$ cat config.mk
export PLATFORM = sky130hd
export DESIGN_NAME = row_euclidean_norm_unit
export DESIGN_NICKNAME = d
export VERILOG_FILES = /design/src/design/rnorm_pkg.sv /design/src/design/rnorm_accum.sv /design/src/design/rnorm_sqrt.sv /design/src/design/rnorm_ctrl.sv /design/src/design/row_euclidean_norm_unit.sv
export VERILOG_INCLUDE_DIRS = /design/src /design/src/design
export SDC_FILE = /design/constraint.sdc
export NUM_CORES = 1
export LEC_CHECK = 0
export BUFFER_PORTS_ARGS = -buffer_cell sky130_fd_sc_hd__buf_2
export CAP_MARGIN = 20
export CELL_PAD_IN_SITES_DETAIL_PLACEMENT = 1
export CELL_PAD_IN_SITES_GLOBAL_PLACEMENT = 2
export CORE_ASPECT_RATIO = 0.5
export CORE_MARGIN = 2
export CORE_UTILIZATION = 45
export DETAILED_ROUTE_END_ITERATION = 8
export GPL_TIMING_DRIVEN = 0
export PLACE_DENSITY = 0.88
export RECOVER_POWER = 100
export SETUP_SLACK_MARGIN = 0.4
export SLEW_MARGIN = 30
export SYNTH_ARGS = -nofsm -noshare
export SYNTH_HDL_FRONTEND = slang
export SYNTH_SLANG_ARGS = --single-unit
export TNS_END_PERCENT = 5
$ cat constraint.sdc
create_clock -name clk -period 13.68 [get_ports clk]
set_clock_uncertainty 0.05 [all_clocks]
set_input_delay 2.736 -clock clk [delete_from_list [all_inputs] [get_ports clk]]
set_output_delay 2.736 -clock clk [all_outputs]
set_load 0.02 [all_outputs]
$ cat src/design/row_euclidean_norm_unit_assert.svh
// Assertion macros for the row Euclidean norm unit.
`ifndef ROW_EUCLIDEAN_NORM_UNIT_ASSERT_SVH
`define ROW_EUCLIDEAN_NORM_UNIT_ASSERT_SVH

// Same-cycle implication, checked at every rising clock edge out of reset.
`define RNU_ASSERT_IMP(lbl, clk, rst_n, pre, post, msg) \
	lbl: assert property (@(posedge clk) disable iff (!rst_n) (pre) |-> (post)) \
		else $error(msg);

// Next-cycle implication, checked at every rising clock edge out of reset.
`define RNU_ASSERT_NXT(lbl, clk, rst_n, pre, post, msg) \
	lbl: assert property (@(posedge clk) disable iff (!rst_n) (pre) |=> (post)) \
		else $error(msg);

`endif

$ cat src/design/rnorm_pkg.sv
// Shared constants and controller/datapath interface types of the row norm unit.
package rnorm_pkg;

	// Payload widths
	localparam int DATA_BITS   = 16;
	localparam int SUM_BITS    = 40;
	localparam int NORM_BITS   = SUM_BITS / 2;
	localparam int M_DATA_BITS = ((NORM_BITS + 7) / 8) * 8;

	// Parameter defaults
	localparam int MAX_ELEMENTS_DEF  = 256;
	localparam int ELEMENT_WIDTH_DEF = 16;

	// Saturation value of the sum of squares
	localparam logic [SUM_BITS-1:0] SUM_MAX = '1;

	// Commands from the controller to the datapath
	typedef struct packed {
		logic accept;
		logic root_start;
		logic root_step;
		logic out_load;
	} rnorm_cmd_t;

	// Status from the datapath to the controller
	typedef struct packed {
		logic row_done;
		logic out_busy;
	} rnorm_stat_t;

endpackage

$ cat src/design/rnorm_accum.sv
// Square-and-accumulate datapath: input register, squarer stage and saturating sum.
module rnorm_accum #(
	parameter int MAX_ELEMENTS  = rnorm_pkg::MAX_ELEMENTS_DEF,
	parameter int ELEMENT_WIDTH = rnorm_pkg::ELEMENT_WIDTH_DEF
) (
	input  logic                           clk,
	input  logic                           arst_n,
	input  rnorm_pkg::rnorm_cmd_t          cmd,
	input  logic [rnorm_pkg::DATA_BITS-1:0] element_value,
	input  logic                           last_element,
	output logic                           row_done,
	output logic [rnorm_pkg::SUM_BITS-1:0] row_sum,
	output logic                           row_sat
);

	localparam int CNT_W = $clog2(MAX_ELEMENTS + 1);
	localparam int SQ_W  = 2 * ELEMENT_WIDTH;
	localparam int ADD_W = ((SQ_W > rnorm_pkg::SUM_BITS) ? SQ_W : rnorm_pkg::SUM_BITS) + 1;

	logic                           valid_s1;
	logic                           last_s1;
	logic [rnorm_pkg::DATA_BITS-1:0] elem_s1;
	logic                           valid_s2;
	logic                           last_s2;
	logic [SQ_W-1:0]                sq_s2;

	logic [rnorm_pkg::SUM_BITS-1:0] sum_q;
	logic [CNT_W-1:0]               count_q;
	logic                           sat_q;
	logic                           row_done_q;
	logic [rnorm_pkg::SUM_BITS-1:0] done_sum_q;
	logic                           done_sat_q;

	logic [ELEMENT_WIDTH-1:0]       elem_raw;
	logic [ELEMENT_WIDTH-1:0]       mag;
	logic [SQ_W-1:0]                sq_comb;
	logic [ADD_W-1:0]               add_full;
	logic [rnorm_pkg::SUM_BITS-1:0] sum_n;
	logic [CNT_W-1:0]               count_n;
	logic                           sat_n;

	// Take the element at its configured width: its low bits when it fits the field, zero-extended when wider
	if (ELEMENT_WIDTH <= rnorm_pkg::DATA_BITS) begin : g_narrow
		assign elem_raw = elem_s1[ELEMENT_WIDTH-1:0];
	end else begin : g_wide
		assign elem_raw = {{(ELEMENT_WIDTH - rnorm_pkg::DATA_BITS){1'b0}}, elem_s1};
	end

	// Magnitude and exact square
	assign mag     = elem_raw[ELEMENT_WIDTH-1] ? (~elem_raw + ELEMENT_WIDTH'(1)) : elem_raw;
	assign sq_comb = mag * mag;

	// Capture the input word and square it
	always_ff @(posedge clk or negedge arst_n) begin
		if (!arst_n) begin
			valid_s1 <= 1'b0;
			valid_s2 <= 1'b0;
		end else begin
			valid_s1 <= cmd.accept;
			valid_s2 <= valid_s1;
		end
	end

	always_ff @(posedge clk) begin
		if (cmd.accept) begin
			elem_s1 <= element_value;
			last_s1 <= last_element;
		end
		if (valid_s1) begin
			sq_s2   <= sq_comb;
			last_s2 <= last_s1;
		end
	end

	// Saturating update of the running sum and element count
	assign add_full = ADD_W'(sum_q) + ADD_W'(sq_s2);

	always_comb begin
		sum_n   = sum_q;
		count_n = count_q;
		sat_n   = sat_q;
		if (!sat_q) begin
			if (count_q >= CNT_W'(MAX_ELEMENTS)) begin
				sum_n = rnorm_pkg::SUM_MAX;
				sat_n = 1'b1;
			end else begin
				count_n = count_q + CNT_W'(1);
				if (add_full > ADD_W'(rnorm_pkg::SUM_MAX)) begin
					sum_n = rnorm_pkg::SUM_MAX;
					sat_n = 1'b1;
				end else begin
					sum_n = add_full[rnorm_pkg::SUM_BITS-1:0];
				end
			end
		end
	end

	// Advance the accumulator; hand off and clear at the end of a row
	always_ff @(posedge clk or negedge arst_n) begin
		if (!arst_n) begin
			sum_q      <= '0;
			count_q    <= '0;
			sat_q      <= 1'b0;
			row_done_q <= 1'b0;
		end else begin
			row_done_q <= valid_s2 & last_s2;
			if (valid_s2) begin
				if (last_s2) begin
					sum_q   <= '0;
					count_q <= '0;
					sat_q   <= 1'b0;
				end else begin
					sum_q   <= sum_n;
					count_q <= count_n;
					sat_q   <= sat_n;
				end
			end
		end
	end

	always_ff @(posedge clk) begin
		if (valid_s2 && last_s2) begin
			done_sum_q <= sum_n;
			done_sat_q <= sat_n;
		end
	end

	assign row_done = row_done_q;
	assign row_sum  = done_sum_q;
	assign row_sat  = done_sat_q;

endmodule

$ cat src/design/rnorm_sqrt.sv
// Bit-serial floor square root, one root bit per step, with the output register.
module rnorm_sqrt (
	input  logic                              clk,
	input  logic                              arst_n,
	input  rnorm_pkg::rnorm_cmd_t             cmd,
	input  logic [rnorm_pkg::SUM_BITS-1:0]    row_sum,
	input  logic                              row_sat,
	input  logic                              m_tready,
	output logic                              out_busy,
	output logic                              m_tvalid,
	output logic [rnorm_pkg::NORM_BITS-1:0]   norm_value,
	output logic                              overflow
);

	localparam int REM_W = rnorm_pkg::NORM_BITS + 2;

	logic [rnorm_pkg::SUM_BITS-1:0]  x_q;
	logic [REM_W-1:0]                rem_q;
	logic [rnorm_pkg::NORM_BITS-1:0] root_q;
	logic                            sat_q;
	logic                            out_valid_q;
	logic [rnorm_pkg::NORM_BITS-1:0] norm_q;
	logic                            ovf_q;

	logic [REM_W-1:0]                rem_shift;
	logic [REM_W-1:0]                trial;
	logic                            fits;

	// Bring down the next two radicand bits and try the next root bit
	assign rem_shift = {rem_q[REM_W-3:0], x_q[rnorm_pkg::SUM_BITS-1 -: 2]};
	assign trial     = {root_q, 2'b01};
	assign fits      = rem_shift >= trial;

	always_ff @(posedge clk) begin
		if (cmd.root_start) begin
			x_q    <= row_sum;
			rem_q  <= '0;
			root_q <= '0;
			sat_q  <= row_sat;
		end else if (cmd.root_step) begin
			x_q    <= {x_q[rnorm_pkg::SUM_BITS-3:0], 2'b00};
			rem_q  <= fits ? (rem_shift - trial) : rem_shift;
			root_q <= {root_q[rnorm_pkg::NORM_BITS-2:0], fits};
		end
	end

	// Hold the result word until it is taken
	always_ff @(posedge clk or negedge arst_n) begin
		if (!arst_n) begin
			out_valid_q <= 1'b0;
		end else if (cmd.out_load) begin
			out_valid_q <= 1'b1;
		end else if (m_tready) begin
			out_valid_q <= 1'b0;
		end
	end

	always_ff @(posedge clk) begin
		if (cmd.out_load) begin
			norm_q <= root_q;
			ovf_q  <= sat_q;
		end
	end

	assign out_busy   = out_valid_q & ~m_tready;
	assign m_tvalid   = out_valid_q;
	assign norm_value = norm_q;
	assign overflow   = ovf_q;

endmodule

$ cat src/design/rnorm_ctrl.sv
// Controller: row intake, hand-off to the root unit, root step count and result load.
module rnorm_ctrl (
	input  logic                  clk,
	input  logic                  arst_n,
	input  logic                  s_tvalid,
	input  logic                  s_tlast,
	input  rnorm_pkg::rnorm_stat_t stat,
	output logic                  s_tready,
	output rnorm_pkg::rnorm_cmd_t cmd
);

	localparam logic [1:0] ST_ACCUM  = 2'd0;
	localparam logic [1:0] ST_DRAIN  = 2'd1;
	localparam logic [1:0] ST_ROOT   = 2'd2;
	localparam logic [1:0] ST_FINISH = 2'd3;

	localparam int STEP_W = $clog2(rnorm_pkg::NORM_BITS);

	logic [1:0]        state_q;
	logic [1:0]        state_n;
	logic [STEP_W-1:0] step_q;
	logic              last_step;

	assign last_step = step_q == STEP_W'(rnorm_pkg::NORM_BITS - 1);

	// Next state and commands
	always_comb begin
		state_n        = state_q;
		s_tready       = 1'b0;
		cmd.accept     = 1'b0;
		cmd.root_start = 1'b0;
		cmd.root_step  = 1'b0;
		cmd.out_load   = 1'b0;
		unique case (state_q)
			ST_ACCUM: begin
				s_tready   = 1'b1;
				cmd.accept = s_tvalid;
				if (s_tvalid && s_tlast) begin
					state_n = ST_DRAIN;
				end
			end
			ST_DRAIN: begin
				if (stat.row_done) begin
					cmd.root_start = 1'b1;
					state_n        = ST_ROOT;
				end
			end
			ST_ROOT: begin
				cmd.root_step = 1'b1;
				if (last_step) begin
					state_n = ST_FINISH;
				end
			end
			ST_FINISH: begin
				if (!stat.out_busy) begin
					cmd.out_load = 1'b1;
					state_n      = ST_ACCUM;
				end
			end
			default: begin
				state_n = ST_ACCUM;
			end
		endcase
	end

	always_ff @(posedge clk or negedge arst_n) begin
		if (!arst_n) begin
			state_q <= ST_ACCUM;
			step_q  <= '0;
		end else begin
			state_q <= state_n;
			if (cmd.root_start) begin
				step_q <= '0;
			end else if (cmd.root_step) begin
				step_q <= step_q + STEP_W'(1);
			end
		end
	end

endmodule

$ cat src/design/row_euclidean_norm_unit.sv
// Top level of the row Euclidean norm unit: controller, accumulator and root unit.
//
// Streams the signed elements of one row, one word per cycle, squares each and keeps a
// 40-bit saturating sum of squares; the word marked with s_tlast closes the row and the
// unit returns floor(sqrt(sum)) on m_tdata with the overflow flag on m_tuser. Inside a
// row an element is taken every cycle. After the last element s_tready stays low while
// the row passes the input, squarer and accumulator registers, is handed off, goes through
// the 20 steps of the bit-serial root unit (one root bit per cycle) and is loaded into the
// output register, plus any wait for m_tready on the previous result word. A row longer than
// MAX_ELEMENTS, or one whose sum passes 2^40 - 1, returns 1048575 with overflow set.
module row_euclidean_norm_unit #(
	parameter int MAX_ELEMENTS  = rnorm_pkg::MAX_ELEMENTS_DEF,
	parameter int ELEMENT_WIDTH = rnorm_pkg::ELEMENT_WIDTH_DEF
) (
	input  logic                              clk,
	input  logic                              arst_n,
	input  logic                              s_tvalid,
	output logic                              s_tready,
	input  logic [rnorm_pkg::DATA_BITS-1:0]   s_tdata,  // [15:0] element_value
	input  logic                              s_tlast,  // last_element
	output logic                              m_tvalid,
	input  logic                              m_tready,
	output logic [rnorm_pkg::M_DATA_BITS-1:0] m_tdata,  // [19:0] norm_value, rest zero
	output logic                              m_tuser   // overflow
);

`include "row_euclidean_norm_unit_assert.svh"

	rnorm_pkg::rnorm_cmd_t           cmd;
	rnorm_pkg::rnorm_stat_t          stat;
	logic                            row_done;
	logic                            out_busy;
	logic [rnorm_pkg::SUM_BITS-1:0]  row_sum;
	logic                            row_sat;
	logic [rnorm_pkg::NORM_BITS-1:0] norm_value;

	rnorm_ctrl u_ctrl (
		.clk      (clk),
		.arst_n   (arst_n),
		.s_tvalid (s_tvalid),
		.s_tlast  (s_tlast),
		.stat     (stat),
		.s_tready (s_tready),
		.cmd      (cmd)
	);

	rnorm_accum #(
		.MAX_ELEMENTS  (MAX_ELEMENTS),
		.ELEMENT_WIDTH (ELEMENT_WIDTH)
	) u_accum (
		.clk           (clk),
		.arst_n        (arst_n),
		.cmd           (cmd),
		.element_value (s_tdata),
		.last_element  (s_tlast),
		.row_done      (row_done),
		.row_sum       (row_sum),
		.row_sat       (row_sat)
	);

	rnorm_sqrt u_sqrt (
		.clk        (clk),
		.arst_n     (arst_n),
		.cmd        (cmd),
		.row_sum    (row_sum),
		.row_sat    (row_sat),
		.m_tready   (m_tready),
		.out_busy   (out_busy),
		.m_tvalid   (m_tvalid),
		.norm_value (norm_value),
		.overflow   (m_tuser)
	);

	// Gather the datapath status for the controller
	assign stat = '{row_done: row_done, out_busy: out_busy};

	// Pad the norm to whole bytes
	assign m_tdata = {{(rnorm_pkg::M_DATA_BITS - rnorm_pkg::NORM_BITS){1'b0}}, norm_value};

	// Input must be closed while a row is finishing
	`RNU_ASSERT_NXT(a_close_after_last, clk, arst_n, s_tvalid && s_tready && s_tlast, !s_tready, "input open after last element")
	`RNU_ASSERT_IMP(a_row_done_closed, clk, arst_n, stat.row_done, !s_tready, "row end seen while input open")
	`RNU_ASSERT_IMP(a_root_closed, clk, arst_n, cmd.root_step, !s_tready && !cmd.out_load, "root step overlaps intake or load")
	// A pending result word is never overwritten
	`RNU_ASSERT_IMP(a_no_overwrite, clk, arst_n, cmd.out_load, !m_tvalid || m_tready, "result overwritten while pending")

endmodule

# == Word level (Yosys, flattened, before mapping) ==
# Cells that the tools add are included.
# op_classes
addsub,5
n_mul,1
order_cmp,3
eq_ne,10
muxes,31
bitwise,4
reduce_logical,7
# op_table
op,count
$mux 40,6
$add 40x32->41,1
$gt 41x40->1 const B,1
$mul 16x16->32,1
$mux 9,3
$ge 22x22->1,1
$mux 20,1
$sub 20x20->20,1
$add 16x1->16 const B,1
$mux 16,1
$not 16->16,1
$mux 1,13
$mux 5,2
$ne 2x1->1 const B,5
$add 9x1->9 const B,1
$ge 9x9->1 const B,1
$mux 2,4
$pmux 2 s4,1
$add 5x1->5 const B,1
$eq 5x5->1 const B,1
$eq 2x2->1 const B,2
$reduce_and 4->1,1
$reduce_bool 2->1,2
$reduce_and 3->1,1
6 further kinds,8
# totals
ff_bits,254
inputBits,21
out_inout_bits,27
wordCells,82

# == Longest topological paths before layout ==
# Gate-level depths: netlist of the first run.
# depth
word_depth,6
ltp_mapped,33
ltp_nobuf,32

# == By module ==
# A second synthesis of the first run with hierarchy kept.
# hier_totals
hier_cells,1921
hier_area_um2,19935.4
# by_module_without_submodules
mod,n_inst,cells_per_inst,area_each_um2,seq_area_each_um2
rnorm_accum,1,1439,14448.9,4028.9
rnorm_sqrt,1,435,5011.1,2687.6
rnorm_ctrl,1,42,441.7,175.2
row_euclidean_norm_unit,1,5,33.8,0.0

# == Least setup slack after synthesis of the first run ==
# Ideal clock, no wire load.
# synth_path
path_type,flip-flop to flip-flop
start,"register u_accum.elem_s1, in the netlist u_accum.elem_raw[0]"
end,"register u_accum.sq_s2[30], data pin"
setup_time_ns,0.257
t_arrival_ns,7.759
required_time_ns,13.373
path_slack_ns,5.614
stages_incl_launch_ff,29
n_path_buf,1
period_less_slack_ns,8.066
cell_sequence,edfxtp_1 > inv_1 > clkbuf_1 > ha_1 > nand2b_1 > nand2b_1 > o21ai_0 > xor2_1 > clkinv_1 > nand2_1 > inv_1 > fa_1 > inv_1 > fa_1 > inv_1 > fa_1 > fa_1 > fa_1 > inv_1 > fa_1 > inv_1 > ha_1 > or3_1 > a2111oi_0 > a211oi_1 > o2111ai_1 > nand4b_1 > a221o_1 > xor2_1
# synth_via
elab_chain_cells,4
# synth_rtl
element,line_no,source
start: declaration,rnorm_accum.sv:22,logic [rnorm_pkg::DATA_BITS-1:0] elem_s1;
start signal: assignment,rnorm_accum.sv:66,elem_s1 <= element_value;
$not 16->16,rnorm_accum.sv:50,assign mag = elem_raw[ELEMENT_WIDTH-1] ? (~elem_raw + ELEMENT_WIDTH'(1)) : elem_raw;
$add 16x1->16,rnorm_accum.sv:50,
$mux 16 (*),rnorm_accum.sv:50,
$mul 16x16->32 (*),rnorm_accum.sv:51,assign sq_comb = mag * mag;
named net u_accum.sq_comb[30],rnorm_accum.sv:36,logic [SQ_W-1:0] sq_comb;
end signal: assignment,rnorm_accum.sv:70,sq_s2 <= sq_comb;
end: declaration,rnorm_accum.sv:25,logic [SQ_W-1:0] sq_s2;
# Mark *: on every way through the listed nets, which the timed path passes. The rest lies on a longest branch.
# A chain may end at the register's enable or synchronous reset.

# == Worst setup path after layout of the first run ==
# Same ends and word-level chain as after synthesis.

==> results.ini, run 1 <==
[timing]
finalSetupViolations = 0
hold_viol = 0
tightestPinTransition_ns = 2.64
grt_setup_unrepaired = false
fin_crit_sh = 0.752
slew_violations = 110
setup_tns_ns = 0
slew_headroom = -0.763
fmax_ghz = 0.0972
post-route-min-period_ns = 10.29

[synthesis]
synthAdderAreaFrac = 0.264
avgSynthCellArea_sq_um = 9.60
synthMuxAreaShare = 0.0106
synth_seq_cells = 253
synthSimpleGateAreaFrac = 0.123
async_reset_ff_frac = 0.241
synthCells = 2086
ys_warn_count = 0
syn_area_sq_um = 20000
synth_top_family_by_area = adder cells
synth_ff_type = edfxtp_1
synth.distinct_cells = 79
synthXorXnorAreaFrac = 0.0398
synth-edff-count = 152
yosysSeqAreaShare = 0.344
synth-compound-area-share = 0.135

[cts]
clkSinkCount = 253
numCtsBuffers = 26
cts-root-buf = clkbuf_16
cts_tree = built
cts_resized = 0
clock_latency_ns = 0.56
path_clk_slew_ns = 0.07
hold_buffers = 0
cts.htree.levels = 1
cts_buffer_depth = 3
cts_setup_buffers = 0

[route]
finalWirelength_mm = 51.1
first_pass_iters = 5
avgRoutedWirePerCell_microns = 18.4
route.vias.total = 14900
detail-route-antenna-nets = 0
vias_per_cell = 5.35
first_iter_violations = 762
drc = 0

[grt]
grt_pass1_vias = 16000
grt_pass1_wl_mm = 84.5
grt.total_usage = 0.227
antenna_found_initial = 0
grt.overflow.total = 0
grt_max_degree = 45

[worst_hold_path]
worst_hold_path_type = flip-flop to flip-flop
min-delay-start = u_accum.last_s1

[worst_setup_path]
cp-startpoint = u_accum.elem_raw[0]
crit_slowest_cell = xnor2_1
path_class = flip-flop to flip-flop
crit_path_frequent_cell = fa_1
path_max_fanout = 11
cp.required_ns = 13.94
slowest_delay_ns = 0.84
endpoint_kind = flip-flop
r2r_start = u_accum.elem_raw[0]
cp_data_arrival_time_ns = 10.55
startpoint_type = flip-flop

[final_layout]
drive_gt1_frac = 0.0369
layout_commonest_cell = inv_1
nets = 2517
n_antenna_cell = 0
fin_util = 0.498
final_cell_mix = 351 x inv_1, 234 x nand2_1, 167 x nor2_1
syn_to_final_growth_pct = 8.73

[run]
max_cap_violations = 3

[floorplan]
die_y_microns = 153
die_w_microns = 302
rows = 54
die_area_sq_um = 46300
core-area_sq_um = 43700
start_util = 0.458
io-pin-count = 48

[status]
outcome = complete, but fails checks
violations = max-capacitance violations, max-slew violations

[place]
gp_congestion = 0.858
io_buffers = 43
dp.final_hpwl_mm = 40.1

-- per-stage QoR --
stage	hold slack [ns]	instances	setup slack [ns]	instance area, sq um
after floorplan	0.350	2099	5.61	20100
after global placement	0.361	2730	3.43	21000
after detailed placement	0.357	2733	3.71	21100
after CTS	0.374	2781	3.69	22000
after global routing	0.388	2781	2.87	21800
final	0.371	2781	3.39	21800
-- sequential cells by signal, summed over array words and instances, names as in the netlist, 2 cells and up --
register / count
u_accum.count_q: 9
u_accum.elem_raw: 16
u_accum.row_sum: 40
u_accum.sq_s2: 31
u_accum.sum_q: 40
u_ctrl.state_q: 2
u_ctrl.step_q: 5
u_sqrt.norm_value: 20
u_sqrt.rem_q: 20
u_sqrt.root_q: 20
u_sqrt.x_q: 40
-- critical path, delay by kind of cell, from the launching register on --
family | cells | cell delay, ns
compound gates | 5 | 2.01
xor+xnor | 2 | 0.98
fa+ha+maj | 8 | 3.50
buf+inv | 6 | 1.63
flops | 1 | 0.54
simple gates | 6 | 1.29
-- cell families (layout without fill, tap and decap cells) --
logic type | after synthesis | in the layout
AO/OA/AOI/OAI | 405 | 405
XOR/XNOR | 90 | 90
adder cells (fa/ha/maj) | 323 | 323
buffers and inverters | 429 | 523
flip-flops | 253 | 253
multiplexers | 21 | 21
other | 2 | 15
AND/OR/NAND/NOR | 563 | 563
-- cell usage after synthesis, drive strengths merged (7+ instances only) --
cell type / count / area, sq um
nand4: 15 / 93.8
xnor2: 55 / 482
o31ai: 13 / 103
o21ai: 80 / 400
nor4: 9 / 56.3
dfrtp: 61 / 1530
a211oi: 15 / 113
a31oi: 25 / 156
buf: 17 / 105
edfxtp: 152 / 4560
fa: 165 / 3300
o22ai: 43 / 332
nand3: 40 / 200
dfxtp: 40 / 801
and2: 14 / 87.6
a21oi: 91 / 463
nor2: 167 / 634
o21a: 21 / 165
xor2: 35 / 314
a21o: 43 / 323
or3: 8 / 50.1
ha: 158 / 1980
o21bai: 12 / 90.1
nor3: 29 / 145
a311oi: 7 / 61.3
nand2b: 13 / 81.3
inv: 354 / 1330
clkbuf: 52 / 195
and3: 19 / 119
nand2: 234 / 878
mux2i: 20 / 200
-- worst paths after layout --
path | end | slack, ns | depth (start not counted)
min | u_accum.last_s2 | 0.37 | 0
max | u_accum.sq_s2[30] | 3.39 | 27
max reg2reg | u_accum.sq_s2[30] | 3.39 | 27
min reg2reg | u_accum.last_s2 | 0.37 | 0
max in group asynchronous | u_ctrl.step_q[1] | 8.23 | 2
min in group asynchronous | u_accum.sum_q[33] | 2.29 | 1
-- per-layer routing --
metal | global-route usage | vias to the layer above | share of wire
met2 | 0.384 | 201 | 0.47
met1 | 0.315 | 7460 | 0.48
met4 | 0.0500 | 0 | 0.022
met3 | 0.0250 | 65 | 0.032
met5 | 0 | - | 0
li1 | - | 7155 | -
-- cell type report --
type / count / area (sq um)
Clock inverter: 22 / 220
Clock buffer: 26 / 651
Fill cell: 5025 / 22000
Multi-Input combinational cell: 1417 / 11400
Tap cell: 588 / 736
Sequential cell: 253 / 6890
Inverter: 360 / 1350
Timing Repair Buffer: 46 / 193
Buffer: 69 / 275
Power of run 1 is not shown: default switching activity piles up to over one toggle a cycle in this logic, so the estimate is an artifact.
==> run 2: changes to the inputs <==
Settings changed: CORE_UTILIZATION 45 to 38, PLACE_DENSITY 0.88 to 0.79.
Clock period 13.68 ns to 9.08 ns, I/O delays scaled along.
==> run 2 against run 1 <==
The flow still finishes with violations (max-capacitance violations, max-slew violations). Global-route usage is 3.4 points lower. Sequential cell count unchanged. Setup slack worse by 2.8 ns. Core utilization decreased by 7.0 points. Routed wire length is 1.2% higher. Die area up 18%. Critical endpoint unchanged.
==> results.ini, run 2 (synthesized netlist as in run 1, its figures left out) <==
[status]
outcome = complete, but fails checks
violations = max-capacitance violations, max-slew violations

[grt]
grt.total_usage = 0.193
use_met2 = 0.323
grt_max_degree = 44
grtUsageMet3 = 0.0270
grt_pass1_vias = 15800
use_met1 = 0.267
antenna_found_initial = 0
grt_busiest_layer = met2
grt.overflow.total = 0
grt_pass1_wl_mm = 84.8

[route]
drc = 0
finalWirelength_mm = 51.8
route.vias.total = 14600
avgRoutedWirePerCell_microns = 17.8
first_iter_violations = 613
vias_per_cell = 5.04
detail-route-antenna-nets = 0
first_pass_iters = 5

[cts]
clock_latency_ns = 0.58
cts_buffer_depth = 3
clkSinkCount = 253
cts-root-buf = clkbuf_16
cts.htree.levels = 1
cts_tree = built
path_clk_slew_ns = 0.06
numCtsBuffers = 28

[timing]
post-route-min-period_ns = 8.46
worst_slack_ns = 0.619
fin_hold_ws_ns = 0.372
slew_violations = 85
grt_setup_unrepaired = true
hold_viol = 0
slew_headroom = -0.683
fin_crit_sh = 0.932
fmax_ghz = 0.118
tightestPinTransition_ns = 2.52
finalSetupViolations = 0

[floorplan]
die_w_microns = 329
die_area_sq_um = 54600
die_y_microns = 166
start_util = 0.385
io-pin-count = 48
rows = 59
core-area_sq_um = 52000

[worst_setup_path]
startpoint_type = flip-flop
endpoint_kind = flip-flop
path_max_fanout = 11
cp.required_ns = 9.36
cp_data_arrival_time_ns = 8.74
path_class = flip-flop to flip-flop

[worst_hold_path]
worst_hold_path_type = flip-flop to flip-flop

[place]
dp.final_hpwl_mm = 40.7
pre_cts_ws_ns = -1.11
gp_congestion = 0.881
io_buffers = 43

[final_layout]
final_cell_mix = 351 x inv_1, 234 x nand2_1, 167 x nor2_1
drive_gt1_frac = 0.0548
nets = 2529
layout_commonest_cell = inv_1
n_antenna_cell = 0
syn_to_final_growth_pct = 11.0

[run]
max_cap_violations = 3

-- run 2: cell types whose count changed in the layout (fill, tap and decap cells not counted), moves of 3 or more --
cell | previous run | this run
xor2_1 | 33 | 27
clkbuf_4 | 0 | 3
xor2_2 | 2 | 6
buf_4 | 4 | 13
clkinv_1 | 11 | 4
clkinv_2 | 5 | 11
-- run 2: cell type report --
| class | instances | area (sq um) |
|---|---|---|
| clock buffer | 32 | 736 |
| timing repair buffer | 56 | 269 |
| fill | 6001 | 29700 |
| sequential | 253 | 6890 |
| inverter | 360 | 1360 |
| multi-input combinational | 1417 | 11600 |
| buffer | 69 | 284 |
| clock inverter | 20 | 196 |
| tap | 701 | 877 |
-- run 2: metrics by stage --
stage | utilization | instances | area (sq um) | setup TNS, ns
floorplan | - | 2099 | 20100 | 0
global route | 0.428 | 2908 | 22200 | 0
global placement | 0.407 | 2843 | 21200 | -8.25
detailed placement | 0.409 | 2846 | 21300 | -9.06
CTS | 0.430 | 2904 | 22300 | 0
finish | 0.428 | 2908 | 22200 | 0
-- run 2: what timing repair did --
item	CTS	global route
hold buffers	0	0
pin swaps	4	3
resized for setup	24	17
buffers inserted	6	4
endpoints found under the setup margin	18	8
-- run 2: worst paths after layout --
| kind | start | end | slack (ns) | cells after the start |
|---|---|---|---|---|
| max | u_accum.elem_raw[0] | u_accum.sq_s2[30] | 0.62 | 26 |
| min | u_accum.row_sat | u_sqrt.sat_q | 0.37 | 0 |
| max reg2reg | u_accum.elem_raw[0] | u_accum.sq_s2[30] | 0.62 | 26 |
| min reg2reg | u_accum.row_sat | u_sqrt.sat_q | 0.37 | 0 |
| max in group asynchronous | arst_n | u_ctrl.step_q[4] | 4.68 | 2 |
| min in group asynchronous | arst_n | u_accum.sum_q[35] | 1.37 | 1 |
-- run 2: routing by layer --
metal  share of wire  vias up
li1                -     7159
met1            0.48     7275
met2            0.47      156
met3           0.031       59
met4           0.018        0
met5               0        -
-- run 2: worst max-delay path, stage by stage (launching register included) --
cell and delay (ns):
edfxtp_1 0.49, inv_1 0.31, clkbuf_4 0.31, ha_1 0.18
nand2b_1 0.12, o41ai_2 0.32, xnor2_2 0.30, inv_1 0.37
nor2_1 0.33, fa_1 0.49, fa_1 0.52, inv_1 0.05
fa_1 0.47, inv_1 0.05, fa_1 0.50, fa_1 0.56
inv_1 0.06, fa_1 0.52, inv_1 0.04, ha_1 0.22
or3_1 0.43, a2111oi_4 0.39, a211oi_2 0.15, o2111ai_1 0.28
nand4b_1 0.17, a221o_1 0.36, xor2_1 0.14
Power of run 2 is left out for the same reason.
